**src/sv/rbs_pkg.sv**
```systemverilog
// Shared types and constants for the record buffer splitter.
package rbs_pkg;

   // Buffer and record layout.
   localparam int BUFFER_BYTES_DEF = 1024;
   localparam int KEY_BYTES        = 8;
   localparam int LEN_BYTES        = 2;
   localparam int HDR_BYTES        = KEY_BYTES + LEN_BYTES;
   localparam int KEY_W            = 8 * KEY_BYTES;
   localparam int LEN_W            = 8 * LEN_BYTES;
   localparam int HDR_W            = 8 * HDR_BYTES;
   localparam int CNT_W            = 4;
   localparam int VLEN_W           = LEN_W - 1;
   localparam int PLEN_W           = 6;
   localparam int CMD_DEPTH        = 4;

   // Configuration register indexes.
   localparam int CSR_IDX_W  = 2;
   localparam int CSR_DATA_W = 64;
   localparam logic [CSR_IDX_W-1:0] CSR_SPLIT_PREFIX = 2'd0;
   localparam logic [CSR_IDX_W-1:0] CSR_PREFIX_LEN   = 2'd1;
   localparam logic [CSR_IDX_W-1:0] CSR_COMPACT_MODE = 2'd2;

   typedef enum logic [1:0] {
      PHASE_KEY,
      PHASE_LEN,
      PHASE_VAL
   } phase_type;

   typedef enum logic [1:0] {
      ROUTE_DROP,
      ROUTE_LOWER,
      ROUTE_UPPER
   } route_type;

   typedef struct packed {
      logic                  we;
      logic [CSR_IDX_W-1:0]  index;
      logic [CSR_DATA_W-1:0] wdata;
   } csr_write_type;

   // One command from the parser to the emitter.
   typedef struct packed {
      logic [CNT_W-1:0] nbytes;   // bytes to copy: 0, 1 or a whole header
      logic             side;     // 0 lower, 1 upper
      logic             eob;      // end of buffer: a summary follows
      logic             trunc;    // buffer ended inside a record
      logic [HDR_W-1:0] payload;  // header bytes, first byte in the low bits
   } cmd_type;

endpackage

```
**src/sv/rbs_if.sv**
```systemverilog
// Channel interfaces for the node buffer input and the result output.
interface rbs_req_if;
   logic       valid;
   logic       ready;
   logic [7:0] data_byte;
   logic       end_of_buffer;

   modport source (output valid, output data_byte, output end_of_buffer, input ready);
   modport sink (input valid, input data_byte, input end_of_buffer, output ready);
endinterface

interface rbs_rsp_if #(
   parameter int OFF_W = 10
);
   logic             valid;
   logic             ready;
   logic [7:0]       out_byte;
   logic             side;
   logic             record_start;
   logic [OFF_W-1:0] write_offset;
   logic             is_summary;
   logic [OFF_W:0]   lower_size;
   logic [OFF_W:0]   upper_size;
   logic             truncated;
   logic             last_of_run;

   modport source (
      output valid, output out_byte, output side, output record_start,
      output write_offset, output is_summary, output lower_size,
      output upper_size, output truncated, output last_of_run, input ready
   );
   modport sink (
      input valid, input out_byte, input side, input record_start,
      input write_offset, input is_summary, input lower_size,
      input upper_size, input truncated, input last_of_run, output ready
   );
endinterface

```
**src/sv/rbs_front.sv**
```systemverilog
// Parser front end: holds configuration, parses records and issues commands.
module rbs_front (
   input  logic                  clock,
   input  logic                  reset,
   input  rbs_pkg::csr_write_type csr,
   rbs_req_if.sink               req,
   input  logic                  fifo_full,
   output logic                  push,
   output rbs_pkg::cmd_type      push_cmd
);

   logic [rbs_pkg::KEY_W-1:0]  prefix_ff;
   logic [rbs_pkg::PLEN_W-1:0] plen_ff;
   logic                       compact_ff;

   rbs_pkg::phase_type         phase_ff, phase_in, phase_data;
   rbs_pkg::route_type         route_ff, route_in, route_new;
   logic [rbs_pkg::CNT_W-1:0]  cnt_ff, cnt_in;
   logic [rbs_pkg::KEY_W-1:0]  key_ff, key_in;
   logic [rbs_pkg::LEN_W-1:0]  len_ff, len_in, len_full;
   logic [rbs_pkg::VLEN_W-1:0] remain_ff, remain_in, vlen;

   logic                       take;
   logic                       hdr_done;
   logic [rbs_pkg::PLEN_W-1:0] bit_pos;
   logic [rbs_pkg::KEY_W-1:0]  pivot_bit;
   logic [rbs_pkg::KEY_W-1:0]  pivot;

   // Configuration registers.
   always_ff @(posedge clock) begin
      if (reset) begin
         prefix_ff  <= '0;
         plen_ff    <= '0;
         compact_ff <= 1'b0;
      end else if (csr.we) begin
         case (csr.index)
            rbs_pkg::CSR_SPLIT_PREFIX: prefix_ff  <= csr.wdata;
            rbs_pkg::CSR_PREFIX_LEN:   plen_ff    <= csr.wdata[rbs_pkg::PLEN_W-1:0];
            rbs_pkg::CSR_COMPACT_MODE: compact_ff <= csr.wdata[0];
            default: ;
         endcase
      end
   end

   assign req.ready = !fifo_full;
   assign take      = req.valid && !fifo_full;

   // Pivot: keep the prefix bits above the pivot bit and set the pivot bit.
   assign bit_pos   = rbs_pkg::PLEN_W'(63) - plen_ff;
   assign pivot_bit = rbs_pkg::KEY_W'(1) << bit_pos;
   assign pivot     = (prefix_ff & ~(pivot_bit - rbs_pkg::KEY_W'(1))) | pivot_bit;

   assign len_full  = {req.data_byte, len_ff[rbs_pkg::LEN_W-1:8]};
   assign vlen      = len_full[rbs_pkg::VLEN_W-1:0];
   assign hdr_done  = cnt_ff == rbs_pkg::CNT_W'(rbs_pkg::HDR_BYTES - 1);

   // Route of a record whose header is complete.
   always_comb begin
      if (len_full[rbs_pkg::VLEN_W]) begin
         route_new = rbs_pkg::ROUTE_DROP;
      end else if (compact_ff || (key_ff < pivot)) begin
         route_new = rbs_pkg::ROUTE_LOWER;
      end else begin
         route_new = rbs_pkg::ROUTE_UPPER;
      end
   end

   // Next parse phase, before and after the end of buffer is applied.
   always_comb begin
      phase_data = phase_ff;
      case (phase_ff)
         rbs_pkg::PHASE_KEY: begin
            if (cnt_ff == rbs_pkg::CNT_W'(rbs_pkg::KEY_BYTES - 1)) begin
               phase_data = rbs_pkg::PHASE_LEN;
            end
         end
         rbs_pkg::PHASE_LEN: begin
            if (hdr_done) begin
               phase_data = (vlen == '0) ? rbs_pkg::PHASE_KEY : rbs_pkg::PHASE_VAL;
            end
         end
         rbs_pkg::PHASE_VAL: begin
            if (remain_ff == rbs_pkg::VLEN_W'(1)) begin
               phase_data = rbs_pkg::PHASE_KEY;
            end
         end
         default: phase_data = rbs_pkg::PHASE_KEY;
      endcase
      phase_in = phase_ff;
      if (take) begin
         phase_in = req.end_of_buffer ? rbs_pkg::PHASE_KEY : phase_data;
      end
   end

   // Datapath updates and the command for the emitter.
   always_comb begin
      cnt_in    = cnt_ff;
      key_in    = key_ff;
      len_in    = len_ff;
      remain_in = remain_ff;
      route_in  = route_ff;
      push_cmd  = '0;
      push_cmd.side  = route_ff == rbs_pkg::ROUTE_UPPER;
      push_cmd.eob   = req.end_of_buffer;
      // A record is open unless this byte closed it; a key byte always leaves one open.
      push_cmd.trunc = (phase_data != rbs_pkg::PHASE_KEY) || (phase_ff == rbs_pkg::PHASE_KEY);
      if (take) begin
         case (phase_ff)
            rbs_pkg::PHASE_KEY: begin
               key_in = {req.data_byte, key_ff[rbs_pkg::KEY_W-1:8]};
               cnt_in = cnt_ff + rbs_pkg::CNT_W'(1);
            end
            rbs_pkg::PHASE_LEN: begin
               len_in = len_full;
               cnt_in = cnt_ff + rbs_pkg::CNT_W'(1);
               if (hdr_done) begin
                  route_in  = route_new;
                  remain_in = vlen;
                  push_cmd.side    = route_new == rbs_pkg::ROUTE_UPPER;
                  push_cmd.payload = {len_full, key_ff};
                  if (route_new != rbs_pkg::ROUTE_DROP) begin
                     push_cmd.nbytes = rbs_pkg::CNT_W'(rbs_pkg::HDR_BYTES);
                  end
               end
            end
            rbs_pkg::PHASE_VAL: begin
               remain_in = remain_ff - rbs_pkg::VLEN_W'(1);
               push_cmd.payload = rbs_pkg::HDR_W'(req.data_byte);
               if (route_ff != rbs_pkg::ROUTE_DROP) begin
                  push_cmd.nbytes = rbs_pkg::CNT_W'(1);
               end
            end
            default: ;
         endcase
         // Back at a record boundary: clear the parse state.
         if (phase_in == rbs_pkg::PHASE_KEY && phase_ff != rbs_pkg::PHASE_KEY) begin
            cnt_in    = '0;
            route_in  = rbs_pkg::ROUTE_DROP;
            remain_in = '0;
         end
         if (req.end_of_buffer) begin
            cnt_in    = '0;
            route_in  = rbs_pkg::ROUTE_DROP;
            remain_in = '0;
         end
      end
      push = take && ((push_cmd.nbytes != '0) || req.end_of_buffer);
   end

   // Parse state registers.
   always_ff @(posedge clock) begin
      if (reset) begin
         phase_ff  <= rbs_pkg::PHASE_KEY;
         route_ff  <= rbs_pkg::ROUTE_DROP;
         cnt_ff    <= '0;
         remain_ff <= '0;
      end else begin
         phase_ff  <= phase_in;
         route_ff  <= route_in;
         cnt_ff    <= cnt_in;
         remain_ff <= remain_in;
      end
   end

   // Header bytes are shifted in; a full header overwrites every bit.
   always_ff @(posedge clock) begin
      key_ff <= key_in;
      len_ff <= len_in;
   end

endmodule

```
**src/sv/rbs_cmd_fifo.sv**
```systemverilog
// Short command queue between the parser and the emitter.
module rbs_cmd_fifo (
   input  logic             clock,
   input  logic             reset,
   input  logic             push,
   input  rbs_pkg::cmd_type push_cmd,
   input  logic             pop,
   output rbs_pkg::cmd_type head,
   output logic             empty,
   output logic             full
);

   localparam int PTR_W = $clog2(rbs_pkg::CMD_DEPTH);

   rbs_pkg::cmd_type   mem_ff [rbs_pkg::CMD_DEPTH];
   logic [PTR_W-1:0]   wr_ptr_ff, rd_ptr_ff;
   logic [PTR_W:0]     count_ff, count_in;

   assign empty = count_ff == '0;
   assign full  = count_ff == (PTR_W + 1)'(rbs_pkg::CMD_DEPTH);
   assign head  = mem_ff[rd_ptr_ff];

   // Occupancy follows pushes and pops.
   always_comb begin
      count_in = count_ff;
      if (push && !pop) begin
         count_in = count_ff + (PTR_W + 1)'(1);
      end else if (pop && !push) begin
         count_in = count_ff - (PTR_W + 1)'(1);
      end
   end

   always_ff @(posedge clock) begin
      if (reset) begin
         wr_ptr_ff <= '0;
         rd_ptr_ff <= '0;
         count_ff  <= '0;
      end else begin
         count_ff <= count_in;
         if (push) begin
            wr_ptr_ff <= wr_ptr_ff + PTR_W'(1);
         end
         if (pop) begin
            rd_ptr_ff <= rd_ptr_ff + PTR_W'(1);
         end
      end
   end

   // Entry storage.
   always_ff @(posedge clock) begin
      if (push) begin
         mem_ff[wr_ptr_ff] <= push_cmd;
      end
   end

   // The parser never pushes into a full queue.
   assert property (@(posedge clock) disable iff (reset) !(push && full))
      else $error("command queue overflow");
   // The emitter never pops an empty queue.
   assert property (@(posedge clock) disable iff (reset) !(pop && empty))
      else $error("command queue underflow");
   // Occupancy tracks the pointers.
   assert property (@(posedge clock) disable iff (reset)
      full |-> (wr_ptr_ff == rd_ptr_ff))
      else $error("queue pointers disagree with occupancy");

endmodule

```
**src/sv/rbs_back.sv**
```systemverilog
// Emitter: expands commands into output transactions and keeps both fills.
module rbs_back #(
   parameter int BUFFER_BYTES = rbs_pkg::BUFFER_BYTES_DEF,
   parameter int OFF_W        = $clog2(BUFFER_BYTES)
) (
   input  logic             clock,
   input  logic             reset,
   input  rbs_pkg::cmd_type head,
   input  logic             fifo_empty,
   output logic             pop,
   rbs_rsp_if.source        rsp
);

   localparam int SIZE_W = OFF_W + 1;

   logic [rbs_pkg::CNT_W-1:0] idx_ff, idx_in;
   logic [SIZE_W-1:0]         lower_ff, lower_in;
   logic [SIZE_W-1:0]         upper_ff, upper_in;

   logic                      out_valid_ff, out_valid_in;
   logic [7:0]                out_byte_ff, out_byte_in;
   logic                      out_side_ff, out_side_in;
   logic                      out_start_ff, out_start_in;
   logic [OFF_W-1:0]          out_off_ff, out_off_in;
   logic                      out_summ_ff, out_summ_in;
   logic [SIZE_W-1:0]         out_lsize_ff, out_lsize_in;
   logic [SIZE_W-1:0]         out_usize_ff, out_usize_in;
   logic                      out_trunc_ff, out_trunc_in;
   logic                      out_last_ff, out_last_in;

   logic [SIZE_W-1:0]         fill;
   logic                      slot_free;
   logic                      adv;
   logic                      side_full;
   logic                      side_near;
   logic                      last_idx;
   logic                      data_act;
   logic                      emit;

   assign fill      = head.side ? upper_ff : lower_ff;
   assign side_full = fill >= SIZE_W'(BUFFER_BYTES);
   assign side_near = fill == SIZE_W'(BUFFER_BYTES - 1);
   assign last_idx  = idx_ff == (head.nbytes - rbs_pkg::CNT_W'(1));
   assign data_act  = (idx_ff < head.nbytes) && !side_full;
   assign slot_free = !out_valid_ff || rsp.ready;
   assign adv       = !fifo_empty && slot_free;

   // One output transaction per cycle, while the output slot is free, from the command at the queue head.
   always_comb begin
      idx_in       = idx_ff;
      lower_in     = lower_ff;
      upper_in     = upper_ff;
      pop          = 1'b0;
      emit         = 1'b0;
      out_byte_in  = '0;
      out_side_in  = 1'b0;
      out_start_in = 1'b0;
      out_off_in   = '0;
      out_summ_in  = 1'b0;
      out_lsize_in = '0;
      out_usize_in = '0;
      out_trunc_in = 1'b0;
      out_last_in  = 1'b0;
      if (adv) begin
         if (data_act) begin
            // Copy one byte to its side; a filled side stops taking bytes.
            emit         = 1'b1;
            out_byte_in  = head.payload[{idx_ff, 3'b000} +: 8];
            out_side_in  = head.side;
            out_start_in = (head.nbytes == rbs_pkg::CNT_W'(rbs_pkg::HDR_BYTES))
                           && (idx_ff == '0);
            out_off_in   = fill[OFF_W-1:0];
            out_last_in  = !head.eob && (last_idx || side_near);
            if (head.side) begin
               upper_in = upper_ff + SIZE_W'(1);
            end else begin
               lower_in = lower_ff + SIZE_W'(1);
            end
            if ((last_idx || side_near) && !head.eob) begin
               pop    = 1'b1;
               idx_in = '0;
            end else begin
               idx_in = idx_ff + rbs_pkg::CNT_W'(1);
            end
         end else if (head.eob) begin
            // End of buffer: report both sizes and start a new buffer.
            emit         = 1'b1;
            out_summ_in  = 1'b1;
            out_lsize_in = lower_ff;
            out_usize_in = upper_ff;
            out_trunc_in = head.trunc;
            out_last_in  = 1'b1;
            lower_in     = '0;
            upper_in     = '0;
            pop          = 1'b1;
            idx_in       = '0;
         end else begin
            pop    = 1'b1;
            idx_in = '0;
         end
      end
      out_valid_in = slot_free ? emit : 1'b1;
   end

   always_ff @(posedge clock) begin
      if (reset) begin
         idx_ff       <= '0;
         lower_ff     <= '0;
         upper_ff     <= '0;
         out_valid_ff <= 1'b0;
      end else begin
         idx_ff       <= idx_in;
         lower_ff     <= lower_in;
         upper_ff     <= upper_in;
         out_valid_ff <= out_valid_in;
      end
   end

   // Output register: loads only when the slot is free and a command waits.
   always_ff @(posedge clock) begin
      if (adv) begin
         out_byte_ff  <= out_byte_in;
         out_side_ff  <= out_side_in;
         out_start_ff <= out_start_in;
         out_off_ff   <= out_off_in;
         out_summ_ff  <= out_summ_in;
         out_lsize_ff <= out_lsize_in;
         out_usize_ff <= out_usize_in;
         out_trunc_ff <= out_trunc_in;
         out_last_ff  <= out_last_in;
      end
   end

   assign rsp.valid        = out_valid_ff;
   assign rsp.out_byte     = out_byte_ff;
   assign rsp.side         = out_side_ff;
   assign rsp.record_start = out_start_ff;
   assign rsp.write_offset = out_off_ff;
   assign rsp.is_summary   = out_summ_ff;
   assign rsp.lower_size   = out_lsize_ff;
   assign rsp.upper_size   = out_usize_ff;
   assign rsp.truncated    = out_trunc_ff;
   assign rsp.last_of_run  = out_last_ff;

   // Fills saturate at the buffer size.
   assert property (@(posedge clock) disable iff (reset)
      (lower_ff <= SIZE_W'(BUFFER_BYTES)) && (upper_ff <= SIZE_W'(BUFFER_BYTES)))
      else $error("side fill beyond buffer size");
   // The byte index never runs past a header.
   assert property (@(posedge clock) disable iff (reset)
      idx_ff <= rbs_pkg::CNT_W'(rbs_pkg::HDR_BYTES))
      else $error("byte index out of range");
   // A summary always closes its run and clears both fills.
   assert property (@(posedge clock) disable iff (reset)
      (adv && !data_act && head.eob) |=> (out_valid_ff && out_summ_ff && out_last_ff
      && (lower_ff == '0) && (upper_ff == '0)))
      else $error("summary transaction malformed");

endmodule

```
**src/sv/record_buffer_splitter.sv**
```systemverilog
// Top level of the record buffer splitter.
//
//   channel    direction  handshake              payload
//   req_chan   in         valid/ready            data_byte, end_of_buffer
//   rsp_chan   out        valid/ready            byte, side, offset, summary fields
//   csr_*      in         csr_we, no wait        csr_index, csr_wdata
//
// The parser takes a buffer byte whenever the command queue is not full. A live
// record's header leaves the emitter as ten transactions, one per cycle, and each
// value byte as one, while the receiver is ready; an end-of-buffer summary is one
// more transaction. A four-entry command queue lets the parser run ahead while a
// header drains, so input stalls only when that queue is full. Reset is synchronous
// and clears the parse state, both fills, the queue and the output valid at once.
module record_buffer_splitter #(
   parameter int BUFFER_BYTES = rbs_pkg::BUFFER_BYTES_DEF
) (
   input  logic                             clock,
   input  logic                             reset,
   rbs_req_if.sink                          req_chan,
   rbs_rsp_if.source                        rsp_chan,
   input  logic                             csr_we,
   input  logic [rbs_pkg::CSR_IDX_W-1:0]    csr_index,
   input  logic [rbs_pkg::CSR_DATA_W-1:0]   csr_wdata
);

   localparam int OFF_W = $clog2(BUFFER_BYTES);

   rbs_pkg::csr_write_type csr;
   rbs_pkg::cmd_type       push_cmd;
   rbs_pkg::cmd_type       head;
   logic                   push;
   logic                   pop;
   logic                   fifo_empty;
   logic                   fifo_full;

   assign csr.we    = csr_we;
   assign csr.index = csr_index;
   assign csr.wdata = csr_wdata;

   // Parser.
   rbs_front u_front (
      .clock     (clock),
      .reset     (reset),
      .csr       (csr),
      .req       (req_chan),
      .fifo_full (fifo_full),
      .push      (push),
      .push_cmd  (push_cmd)
   );

   // Command queue.
   rbs_cmd_fifo u_fifo (
      .clock    (clock),
      .reset    (reset),
      .push     (push),
      .push_cmd (push_cmd),
      .pop      (pop),
      .head     (head),
      .empty    (fifo_empty),
      .full     (fifo_full)
   );

   // Emitter.
   rbs_back #(
      .BUFFER_BYTES (BUFFER_BYTES),
      .OFF_W        (OFF_W)
   ) u_back (
      .clock      (clock),
      .reset      (reset),
      .head       (head),
      .fifo_empty (fifo_empty),
      .pop        (pop),
      .rsp        (rsp_chan)
   );

endmodule

```
**src/flat_wrapper.sv**
```systemverilog
// flat-port wrapper written by rule: the top's interface ports become plain ports
module record_buffer_splitter_flat 
#(
   parameter int BUFFER_BYTES = rbs_pkg::BUFFER_BYTES_DEF
)
  (clock, reset, csr_we, csr_index, csr_wdata, req_chan_valid, req_chan_data_byte, req_chan_end_of_buffer, req_chan_ready, rsp_chan_valid, rsp_chan_out_byte, rsp_chan_side, rsp_chan_record_start, rsp_chan_write_offset, rsp_chan_is_summary, rsp_chan_lower_size, rsp_chan_upper_size, rsp_chan_truncated, rsp_chan_last_of_run, rsp_chan_ready);
  rbs_req_if req_chan_i ();
  rbs_rsp_if #(.OFF_W(10)) rsp_chan_i ();
  input  logic clock;
  input  logic reset;
  input  logic csr_we;
  input  logic [rbs_pkg::CSR_IDX_W-1:0] csr_index;
  input  logic [rbs_pkg::CSR_DATA_W-1:0] csr_wdata;
  input wire logic [$bits(req_chan_i.valid)-1:0] req_chan_valid;
  input wire logic [$bits(req_chan_i.data_byte)-1:0] req_chan_data_byte;
  input wire logic [$bits(req_chan_i.end_of_buffer)-1:0] req_chan_end_of_buffer;
  output wire logic [$bits(req_chan_i.ready)-1:0] req_chan_ready;
  output wire logic [$bits(rsp_chan_i.valid)-1:0] rsp_chan_valid;
  output wire logic [$bits(rsp_chan_i.out_byte)-1:0] rsp_chan_out_byte;
  output wire logic [$bits(rsp_chan_i.side)-1:0] rsp_chan_side;
  output wire logic [$bits(rsp_chan_i.record_start)-1:0] rsp_chan_record_start;
  output wire logic [$bits(rsp_chan_i.write_offset)-1:0] rsp_chan_write_offset;
  output wire logic [$bits(rsp_chan_i.is_summary)-1:0] rsp_chan_is_summary;
  output wire logic [$bits(rsp_chan_i.lower_size)-1:0] rsp_chan_lower_size;
  output wire logic [$bits(rsp_chan_i.upper_size)-1:0] rsp_chan_upper_size;
  output wire logic [$bits(rsp_chan_i.truncated)-1:0] rsp_chan_truncated;
  output wire logic [$bits(rsp_chan_i.last_of_run)-1:0] rsp_chan_last_of_run;
  input wire logic [$bits(rsp_chan_i.ready)-1:0] rsp_chan_ready;
  assign req_chan_i.valid = req_chan_valid;
  assign req_chan_i.data_byte = req_chan_data_byte;
  assign req_chan_i.end_of_buffer = req_chan_end_of_buffer;
  assign req_chan_ready = req_chan_i.ready;
  assign rsp_chan_valid = rsp_chan_i.valid;
  assign rsp_chan_out_byte = rsp_chan_i.out_byte;
  assign rsp_chan_side = rsp_chan_i.side;
  assign rsp_chan_record_start = rsp_chan_i.record_start;
  assign rsp_chan_write_offset = rsp_chan_i.write_offset;
  assign rsp_chan_is_summary = rsp_chan_i.is_summary;
  assign rsp_chan_lower_size = rsp_chan_i.lower_size;
  assign rsp_chan_upper_size = rsp_chan_i.upper_size;
  assign rsp_chan_truncated = rsp_chan_i.truncated;
  assign rsp_chan_last_of_run = rsp_chan_i.last_of_run;
  assign rsp_chan_i.ready = rsp_chan_ready;
  record_buffer_splitter #(.BUFFER_BYTES(BUFFER_BYTES)) u_core (.clock(clock), .reset(reset), .req_chan(req_chan_i), .rsp_chan(rsp_chan_i), .csr_we(csr_we), .csr_index(csr_index), .csr_wdata(csr_wdata));
endmodule
```
**config.mk**
```make
export PLATFORM = sky130hd
export DESIGN_NAME = record_buffer_splitter_flat
export DESIGN_NICKNAME = d
export VERILOG_FILES = /design/src/sv/rbs_pkg.sv /design/src/sv/rbs_if.sv /design/src/sv/rbs_front.sv /design/src/sv/rbs_cmd_fifo.sv /design/src/sv/rbs_back.sv /design/src/sv/record_buffer_splitter.sv /design/src/flat_wrapper.sv
export SDC_FILE = /design/constraint.sdc
export NUM_CORES = 1
export LEC_CHECK = 0
export BUFFER_PORTS_ARGS = -buffer_cell sky130_fd_sc_hd__buf_4
export CAP_MARGIN = 15
export CORE_MARGIN = 4
export CORE_UTILIZATION = 45
export DETAILED_ROUTE_END_ITERATION = 12
export PLACE_DENSITY = 0.72
export SLEW_MARGIN = 20
export SYNTH_ARGS = -nofsm -noshare
export SYNTH_HDL_FRONTEND = slang
export SYNTH_SLANG_ARGS = --single-unit
```
**constraint.sdc**
```tcl
create_clock -name clock -period 12.1 [get_ports clock]
set_clock_uncertainty 0.1 [all_clocks]
set_input_delay 1.21 -clock clock [delete_from_list [all_inputs] [get_ports clock]]
set_output_delay 1.21 -clock clock [all_outputs]
set_load 0.02 [all_outputs]
```
Yosys cells after proc, flatten, opt, wreduce, memory -nomap -nowiden
Memory sizes are Yosys's and may differ from the RTL's. A register that Yosys moved wholly into a read port is not among the register bits.
Cells that the tools add are included.
{"block": "classes", "bitwise": 4, "mux": 51, "eq_ne": 16, "reduce_logical": 50, "addsub": 12, "shifts": 2, "magnitude_cmp": 3}
{"op": "$mux W80", "n": 2}
{"op": "$pmux W80 S2", "n": 1}
{"op": "$shiftx A80 B8 Y8", "n": 1}
{"op": "$mux W11", "n": 6}
{"op": "$and A64 B64 Y64", "n": 1}
{"op": "$lt A64 B64 Y1", "n": 1}
{"op": "$not A64 Y64", "n": 1}
{"op": "$or A64 B64 Y64", "n": 1}
{"op": "$shl A1 B6 Y64 const A", "n": 1}
{"op": "$sub A64 B1 Y64 const B", "n": 1}
{"op": "$mux W15", "n": 3}
{"op": "$pmux W15 S2", "n": 1}
{"op": "$mux W2", "n": 14}
{"op": "$mux W4", "n": 6}
{"op": "$add A11 B1 Y11 const B", "n": 2}
{"op": "$eq A15 B1 Y1 const B", "n": 1}
{"op": "$logic_not A15 Y1", "n": 1}
{"op": "$sub A15 B1 Y15 const B", "n": 1}
{"op": "$mux W1", "n": 12}
{"op": "$reduce_and A2 Y1", "n": 6}
{"op": "$reduce_and A3 Y1", "n": 4}
{"op": "$reduce_bool A2 Y1", "n": 6}
{"op": "$eq A11 B10 Y1 const B", "n": 1}
{"op": "$ge A11 B11 Y1 const B", "n": 1}
{"op": "29 further kinds", "n": 63}
{"block": "word_totals", "inputBits": 80, "register_bits": 253, "n_memories": 1, "ram_bits": 348, "wordCells": 164}
{"memory": "u_core.u_fifo.mem_ff", "depth": 4, "width": 87, "rd": 1, "rd_ports_with_merged_regs": 1, "wr": 1, "line": "rbs_cmd_fifo.sv:15", "rtl": "rbs_pkg::cmd_type mem_ff [rbs_pkg::CMD_DEPTH];"}

Longest topological paths before layout
Gate-level depths: netlist of run 1.
{"block": "logic_depth", "ltp_word": 22, "ltp_mapped": 20}

By module
Synthesis of run 1 repeated with hierarchy kept, for this count alone.
{"block": "unflattened", "cells_unflattened": 1959, "hier_area_um2": 26584.2}
{"module": "rbs_cmd_fifo", "area_each_um2": 12983.7, "n_inst": 1, "cells_each": 499}
{"module": "rbs_front", "area_each_um2": 9656.8, "n_inst": 1, "cells_each": 1100}
{"module": "rbs_back", "area_each_um2": 3943.8, "n_inst": 1, "cells_each": 360}

Worst setup path after synthesis of run 1
No wires, ideal clock.
{"block": "synth_timing", "path_kind": "input -> register", "from": "in req_chan_valid", "to": "mem u_core.u_fifo.mem_ff[0][0] in the netlist's numbering, enable pin", "n_path_buf": 1, "setup_slack_ns": 5.331, "required_time_ns": 11.460, "stages": 7, "setup_ns": 0.540, "arrival_ns": 6.130, "path_cell_list": "inv_1 -> nor2_1 -> and3_1 -> clkbuf_1 -> o21a_1 -> a21oi_1 -> nor2b_1"}
{"element": "from (decl)", "line": "flat_wrapper.sv:14", "rtl": "input wire logic [$bits(req_chan_i.valid)-1:0] req_chan_valid;"}
{"element": "to (decl)", "line": "rbs_cmd_fifo.sv:15"}

==> flow_summary.toml, run 1 <==
[worst_setup_path]
crit_type = "flop to flop"
cp_slowest_stage_delay_ns = 0.75
crit_chain = "and2_1 > nand4_1 > ha_1 > o21ai_0 > nor2_1 > o311a_1 > o21a_1 > o21ai_0 > a22oi_1 > ha_1 > and2_0 > a221o_1 > a221oi_1 > o21ai_0 > a211oi_1 > a211o_1 > o21ai_0"
cp_top_family = "compound AO/OA/AOI/OAI gates"
cp.buffers_inverters = 0
cp-end-kind = "flop"
cp_common_cell = "o21ai_0"
path_max_fanout = 19
required_ns = 12.31
cp_slowest_cell = "dfxtp_1"
cp.arrival_ns = 5.62
cp-start-kind = "flop"

[synth]
ys_seq_area_share_pct = 62.8
async_flop_share_pct = 0
synth_area_sq_um = 25900
synth_edf_count = 457
ys_types = 76
avgSynthCellArea_sq_um = 13.6
syn_inst = 1912
synth_flop_cell = "edfxtp_1"
yosys_warnings = 0
synth-seq-cells = 586
syn_nets = 2080

[grt]
grt_pass1_wl_um = 99200
antenna_found_initial = 3
overflow = 0
gr-usage-all-layers_pct = 21.1
grt_max_degree = 80
grt_pass1_vias = 16233

[layout]
diodes = 0
area_delta_synth_final_pct = 13.4
final_cell_mix = "edfxtp_1, nand2_1, buf_4"
layout-drive-gt1-share_pct = 18.1
final_common_cell = "edfxtp_1"
fin_cells = 2820
nets = 2187

[cts]
cts.sinks = 586
cts_resized = 0
clk_pin_slew_ns = 0.06
cts_setup_buffers = 0
tritoncts = "yes"
clock_tree.root_cell = "clkbuf_16"
numCtsBuffers = 56
clk_path_buf_depth = 3
cts_max_level = 2
postCtsHoldBufs = 0
clock_latency_ns = 0.63

[sta]
final-setup-viol-count = 0
rsz0062_at_grt = "false"
post-route-period-util_pct = 44.7
holdWs_ns = 0.354
final.min_clock_period_ns = 5.41
worst_pin_slew_ns = 1.13
fmax_mhz = 185
tns_ns = 0
setup_ws_ns = 6.69
hold_viol_final = 0
slew-limit-headroom_pct = 24.5
slew_viol_final = 0

[placed_design]
port_buffers = 126
hpwl_um = 45500
place_ws_ns = 6.78
gp_congestion = 0.930
place_inst = 2717

[route]
num_vias = 16378
drc = 0
wl_per_cell_um = 23.1
wl_um = 65300
first_pass_iters = 5
drt_iter0_drc = 1644
drtAntennaViolNets = 0
vias_per_cell = 5.81

[power]
p_leak_uw = 0.0105
total_power_uw = 5290
power_density_nw_per_um2 = 180
ir_drop_mv = 0.148

[die]
die_y_um = 248
initial_core_util_pct = 45.8
rows = 87
boundaryPins = 127
die_w_um = 248
die_area_sq_um = 61600
core_region_area_sq_um = 56700

[worst_hold_path]
hold_class = "flop to flop"

[outcome]
status = "finished, final reports clean"

[job]
cap_violations = 0
worst min-delay path, cell delays in order (launching register included):
cell,delay (ns)
dfxtp_1,0.31
nand2_1,0.05
a21oi_1,0.05
final cells by class:
class / instances / area, sq um
Timing Repair Buffer: 154 / 1160
Multi-Input combinational cell: 1190 / 9150
Clock buffer: 69 / 1450
Tap cell: 756 / 946
Sequential cell: 586 / 16300
Fill cell: 4666 / 27300
Inverter: 31 / 116
Clock inverter: 34 / 292
flip-flops by register name, indices dropped and copies added, names as in the netlist, 2 cells and up, named ones only:
register and flops:
u_core.u_front.len_ff 8, u_core.u_front.phase_ff 2, u_core.u_back.rsp.write_offset 10, u_core.u_back.idx_ff 4, u_core.u_back.rsp.upper_size 11, u_core.u_front.route_ff 2, u_core.u_front.key_ff 64, u_core.u_front.cnt_ff 4
u_core.u_back.lower_ff 11, u_core.u_front.plen_ff 6, u_core.u_fifo.wr_ptr_ff 2, u_core.u_fifo.rd_ptr_ff 2, u_core.u_fifo.count_ff 3, u_core.u_back.upper_ff 11, u_core.u_fifo.mem_ff 340, u_core.u_back.rsp.out_byte 8
u_core.u_back.rsp.lower_size 11, u_core.u_front.remain_ff 15, u_core.u_front.prefix_ff 63
logic make-up after synthesis:
| family | count (synthesis) | synth area share, % |
|---|---|---|
| AND/OR/NAND/NOR | 598 | 11.3 |
| multiplexers | 142 | 10.3 |
| adder cells (fa/ha/maj) | 88 | 4.27 |
| flip-flops | 586 | 62.8 |
| AO/OA/AOI/OAI | 334 | 8.17 |
| XOR/XNOR | 28 | 0.945 |
| buffers and inverters | 136 | 2.10 |
where the power goes:
group          total, uW  switching [uW]  internal [uW]
Clock               1660             753            904
Combinational       1060             619            438
Sequential          2580             154           2420
cells in the mapped netlist, types with 7 or more instances:
cell / number / area, sq um
a211oi_1: 7 / 52.6
a21o_1: 23 / 173
a21oi_1: 135 / 676
a22o_1: 9 / 78.8
a22oi_1: 22 / 165
a31oi_1: 8 / 50.1
and2_1: 79 / 494
and3_1: 35 / 219
buf_1: 9 / 33.8
buf_2: 12 / 60.1
clkbuf_1: 80 / 300
dfxtp_1: 129 / 2580
edfxtp_1: 457 / 13700
ha_1: 87 / 1090
inv_1: 29 / 109
mux2i_1: 41 / 410
mux4_2: 101 / 2270
nand2_1: 206 / 773
nand2b_1: 11 / 68.8
nand3_1: 31 / 155
nand4_1: 22 / 138
nor2_1: 121 / 454
nor2b_1: 18 / 113
nor3_1: 16 / 80.1
nor4_1: 15 / 93.8
o211ai_1: 7 / 52.6
o21ai_0: 54 / 270
o22a_1: 8 / 70.1
o22ai_1: 8 / 50.1
or2_2: 7 / 43.8
xnor2_1: 15 / 131
xor2_1: 13 / 114
path summary, 6_finish.rpt:
check	slack [ns]	cells past startpoint	end	startpoint
max reg2reg	6.69	17	u_core.u_fifo.mem_ff[0][82]	u_core.u_front.plen_ff[1]
min reg2reg	0.35	2	u_core.u_front.prefix_ff[3]	u_core.u_front.prefix_ff[3]
max	6.69	17	u_core.u_fifo.mem_ff[0][82]	u_core.u_front.plen_ff[1]
min	0.35	2	u_core.u_front.prefix_ff[3]	u_core.u_front.prefix_ff[3]
metrics by stage:
| stage | util, % | cell area (sq um) |
|---|---|---|
| detailed placement | 48.8 | 27700 |
| global placement | 48.8 | 27700 |
| finish | 51.9 | 29400 |
| CTS | 51.9 | 29400 |
| global route | 51.9 | 29400 |
| floorplan | - | 25900 |
routing by layer:
metal / part of all wire [%] / track usage (%) / vias to the layer above
li1: - / - / 7472
met1: 43 / 29.9 / 8207
met2: 48 / 34.1 / 614
met3: 7.4 / 4.10 / 85
met4: 2.4 / 5.36 / 0
met5: 0 / 0 / -
Power figures use the tool's default switching activity.
==> run 2: changes to the inputs <==
- clock period: 12.1 -> 5 ns (I/O delays scaled with it)
==> run 2 against run 1 <==
Die area unchanged. Critical path depth unchanged. Global-route usage barely moved. Utilization rose by 0.43 points. Non-clock buffer count increased by 12. Sequential share of layout area is 0.45 points lower. First-iteration DRC count grew 21%. Final area rose by 0.83%. Hold slack worse by 0.33 ns. Sequential power grew 140%. Via count is 1.1% higher. Final cell count increased by 0.43%. Largest power group unchanged. Highest routed layer unchanged.
==> flow_summary.toml, run 2 (synthesis gave the netlist of run 1 again) <==
[cts]
clk_path_buf_depth = 3
cts_max_level = 2
clk_pin_slew_ns = 0.06
tritoncts = "yes"
numCtsBuffers = 56
cts.sinks = 586
clock_tree.root_cell = "clkbuf_16"
clock_latency_ns = 0.62
postCtsHoldBufs = 0

[layout]
largest_registers = "u_core.u_fifo.mem_ff (340), u_core.u_front.key_ff (64), u_core.u_front.prefix_ff (63)"
nets = 2199
post-route-util_pct = 52.3
diodes = 0
regMostFlops = "u_core.u_fifo.mem_ff"
area_delta_synth_final_pct = 14.3
final_cell_mix = "edfxtp_1, nand2_1, buf_4"
fillers = 4622
final_common_cell = "edfxtp_1"
layout-drive-gt1-share_pct = 18.5
design_area_sq_um = 29700
fin_cells = 2832
largest_reg_flops = 340

[placed_design]
place_area_sq_um = 27800
port_buffers = 126
hpwl_um = 44800
place_inst = 2728
gp_congestion = 0.975

[die]
core_region_area_sq_um = 56700
die_area_sq_um = 61600
die_w_um = 248
boundaryPins = 127
rows = 87
die_y_um = 248
initial_core_util_pct = 45.8

[grt]
antenna_found_initial = 1
grt_pass1_wl_um = 99600
grt_pass1_vias = 16237
grt_max_degree = 86
gr-usage-all-layers_pct = 21.2
overflow = 0

[route]
drt_iter0_drc = 1990
first_pass_iters = 6
vias_per_cell = 5.85
num_vias = 16558
drtAntennaViolNets = 0
wl_um = 65200
drc = 0
wl_per_cell_um = 23.0

[worst_setup_path]
crit_chain = "and2_1 > nand4_1 > ha_1 > o21ai_0 > nor2_1 > o311a_1 > o21a_1 > o21ai_0 > a22oi_1 > ha_1 > and2_0 > a221o_1 > a221oi_1 > o21ai_0 > a211oi_1 > a211o_1 > o21ai_0"
cp_slowest_cell = "dfxtp_1"
crit_type = "flop to flop"
cp.arrival_ns = 4.74
cp_slowest_stage_delay_ns = 0.47
cp.buffers_inverters = 0
cp_common_cell = "o21ai_0"
cp_top_family = "compound AO/OA/AOI/OAI gates"
path_max_fanout = 16
cp-start-kind = "flop"
cp-end-kind = "flop"
required_ns = 5.22
rrSetupSlack_ns = 0.48

[sta]
final-setup-viol-count = 0
fmax_mhz = 221
holdWs_ns = 0.0229
rsz0062_at_grt = "false"
worst_pin_slew_ns = 0.917
hold_viol_final = 0
final.min_clock_period_ns = 4.52
post-route-period-util_pct = 90.3
slew-limit-headroom_pct = 38.9
slew_viol_final = 0

[worst_hold_path]
hold_class = "input pin to flop"

[power]
ir_drop_mv = 0.344
power_density_nw_per_um2 = 440
total_power_uw = 13000
p_leak_uw = 0.0106

[job]
cap_violations = 0

[outcome]
status = "finished, final reports clean"
==> run 2: what timing repair did <==
action                                  4_1_cts  5_1_grt
endpoints found under the setup margin        0        4
resized for setup                             0        2
buffers inserted                              0        1
==> run 2: area by class of cell <==
cell class	instances	area, sq um	share of cell area (%)
Timing Repair Buffer	166	1310	4.41
Tap cell	756	946	3.19
Sequential cell	586	16300	55.0
Clock buffer	70	1490	5.01
Clock inverter	33	337	1.13
Inverter	31	116	0.392
Multi-Input combinational cell	1190	9150	30.9
==> run 2: worst paths after layout <==
path / startpoint / end / depth (start not counted)
max: u_core.u_front.plen_ff[3] / u_core.u_fifo.mem_ff[0][82] / 17
min: csr_wdata[31] / u_core.u_front.prefix_ff[31] / 3
max reg2reg: u_core.u_front.plen_ff[3] / u_core.u_fifo.mem_ff[0][82] / 17
min reg2reg: u_core.u_front.prefix_ff[47] / u_core.u_front.prefix_ff[47] / 2
==> run 2: worst register-to-register path: stages, from the launching register on <==
cell and delay, ns:
dfxtp_1 0.47, and2_1 0.24, nand4_1 0.11, ha_1 0.28, o21ai_0 0.23, nor2_1 0.18, o311a_1 0.27, o21a_1 0.16
o21ai_0 0.08, a22oi_1 0.21, ha_1 0.27, and2_0 0.15, a221o_1 0.30, a221oi_1 0.31, o21ai_0 0.18, a211oi_1 0.29
a211o_1 0.22, o21ai_0 0.16
==> run 2: power by group <==
group / internal (uW) / switching [uW] / leakage, uW / total (uW)
clock: 2420 / 1800 / 0.000895 / 4220
sequential: 5860 / 352 / 0.00556 / 6220
combinational: 1070 / 1550 / 0.00416 / 2610
==> run 2: layer usage <==
| layer | wire (um) | share of wire, % | track usage [%] | vias up |
|---|---|---|---|---|
| li1 | - | - | - | 7523 |
| met2 | 30800 | 47 | 33.8 | 637 |
| met4 | 1440 | 2.2 | 5.05 | 0 |
| met1 | 28400 | 44 | 30.8 | 8296 |
| met5 | 0 | 0 | 0 | - |
| met3 | 4490 | 6.9 | 3.48 | 102 |
==> run 2: metrics by stage <==
stage | setup TNS, ns | setup WS, ns
detailed placement | 0 | 0.412
CTS | 0 | 0.362
global placement | 0 | 0.565
floorplan | -360.12 | -1.06
finish | 0 | 0.483
global route | 0 | 0.0339
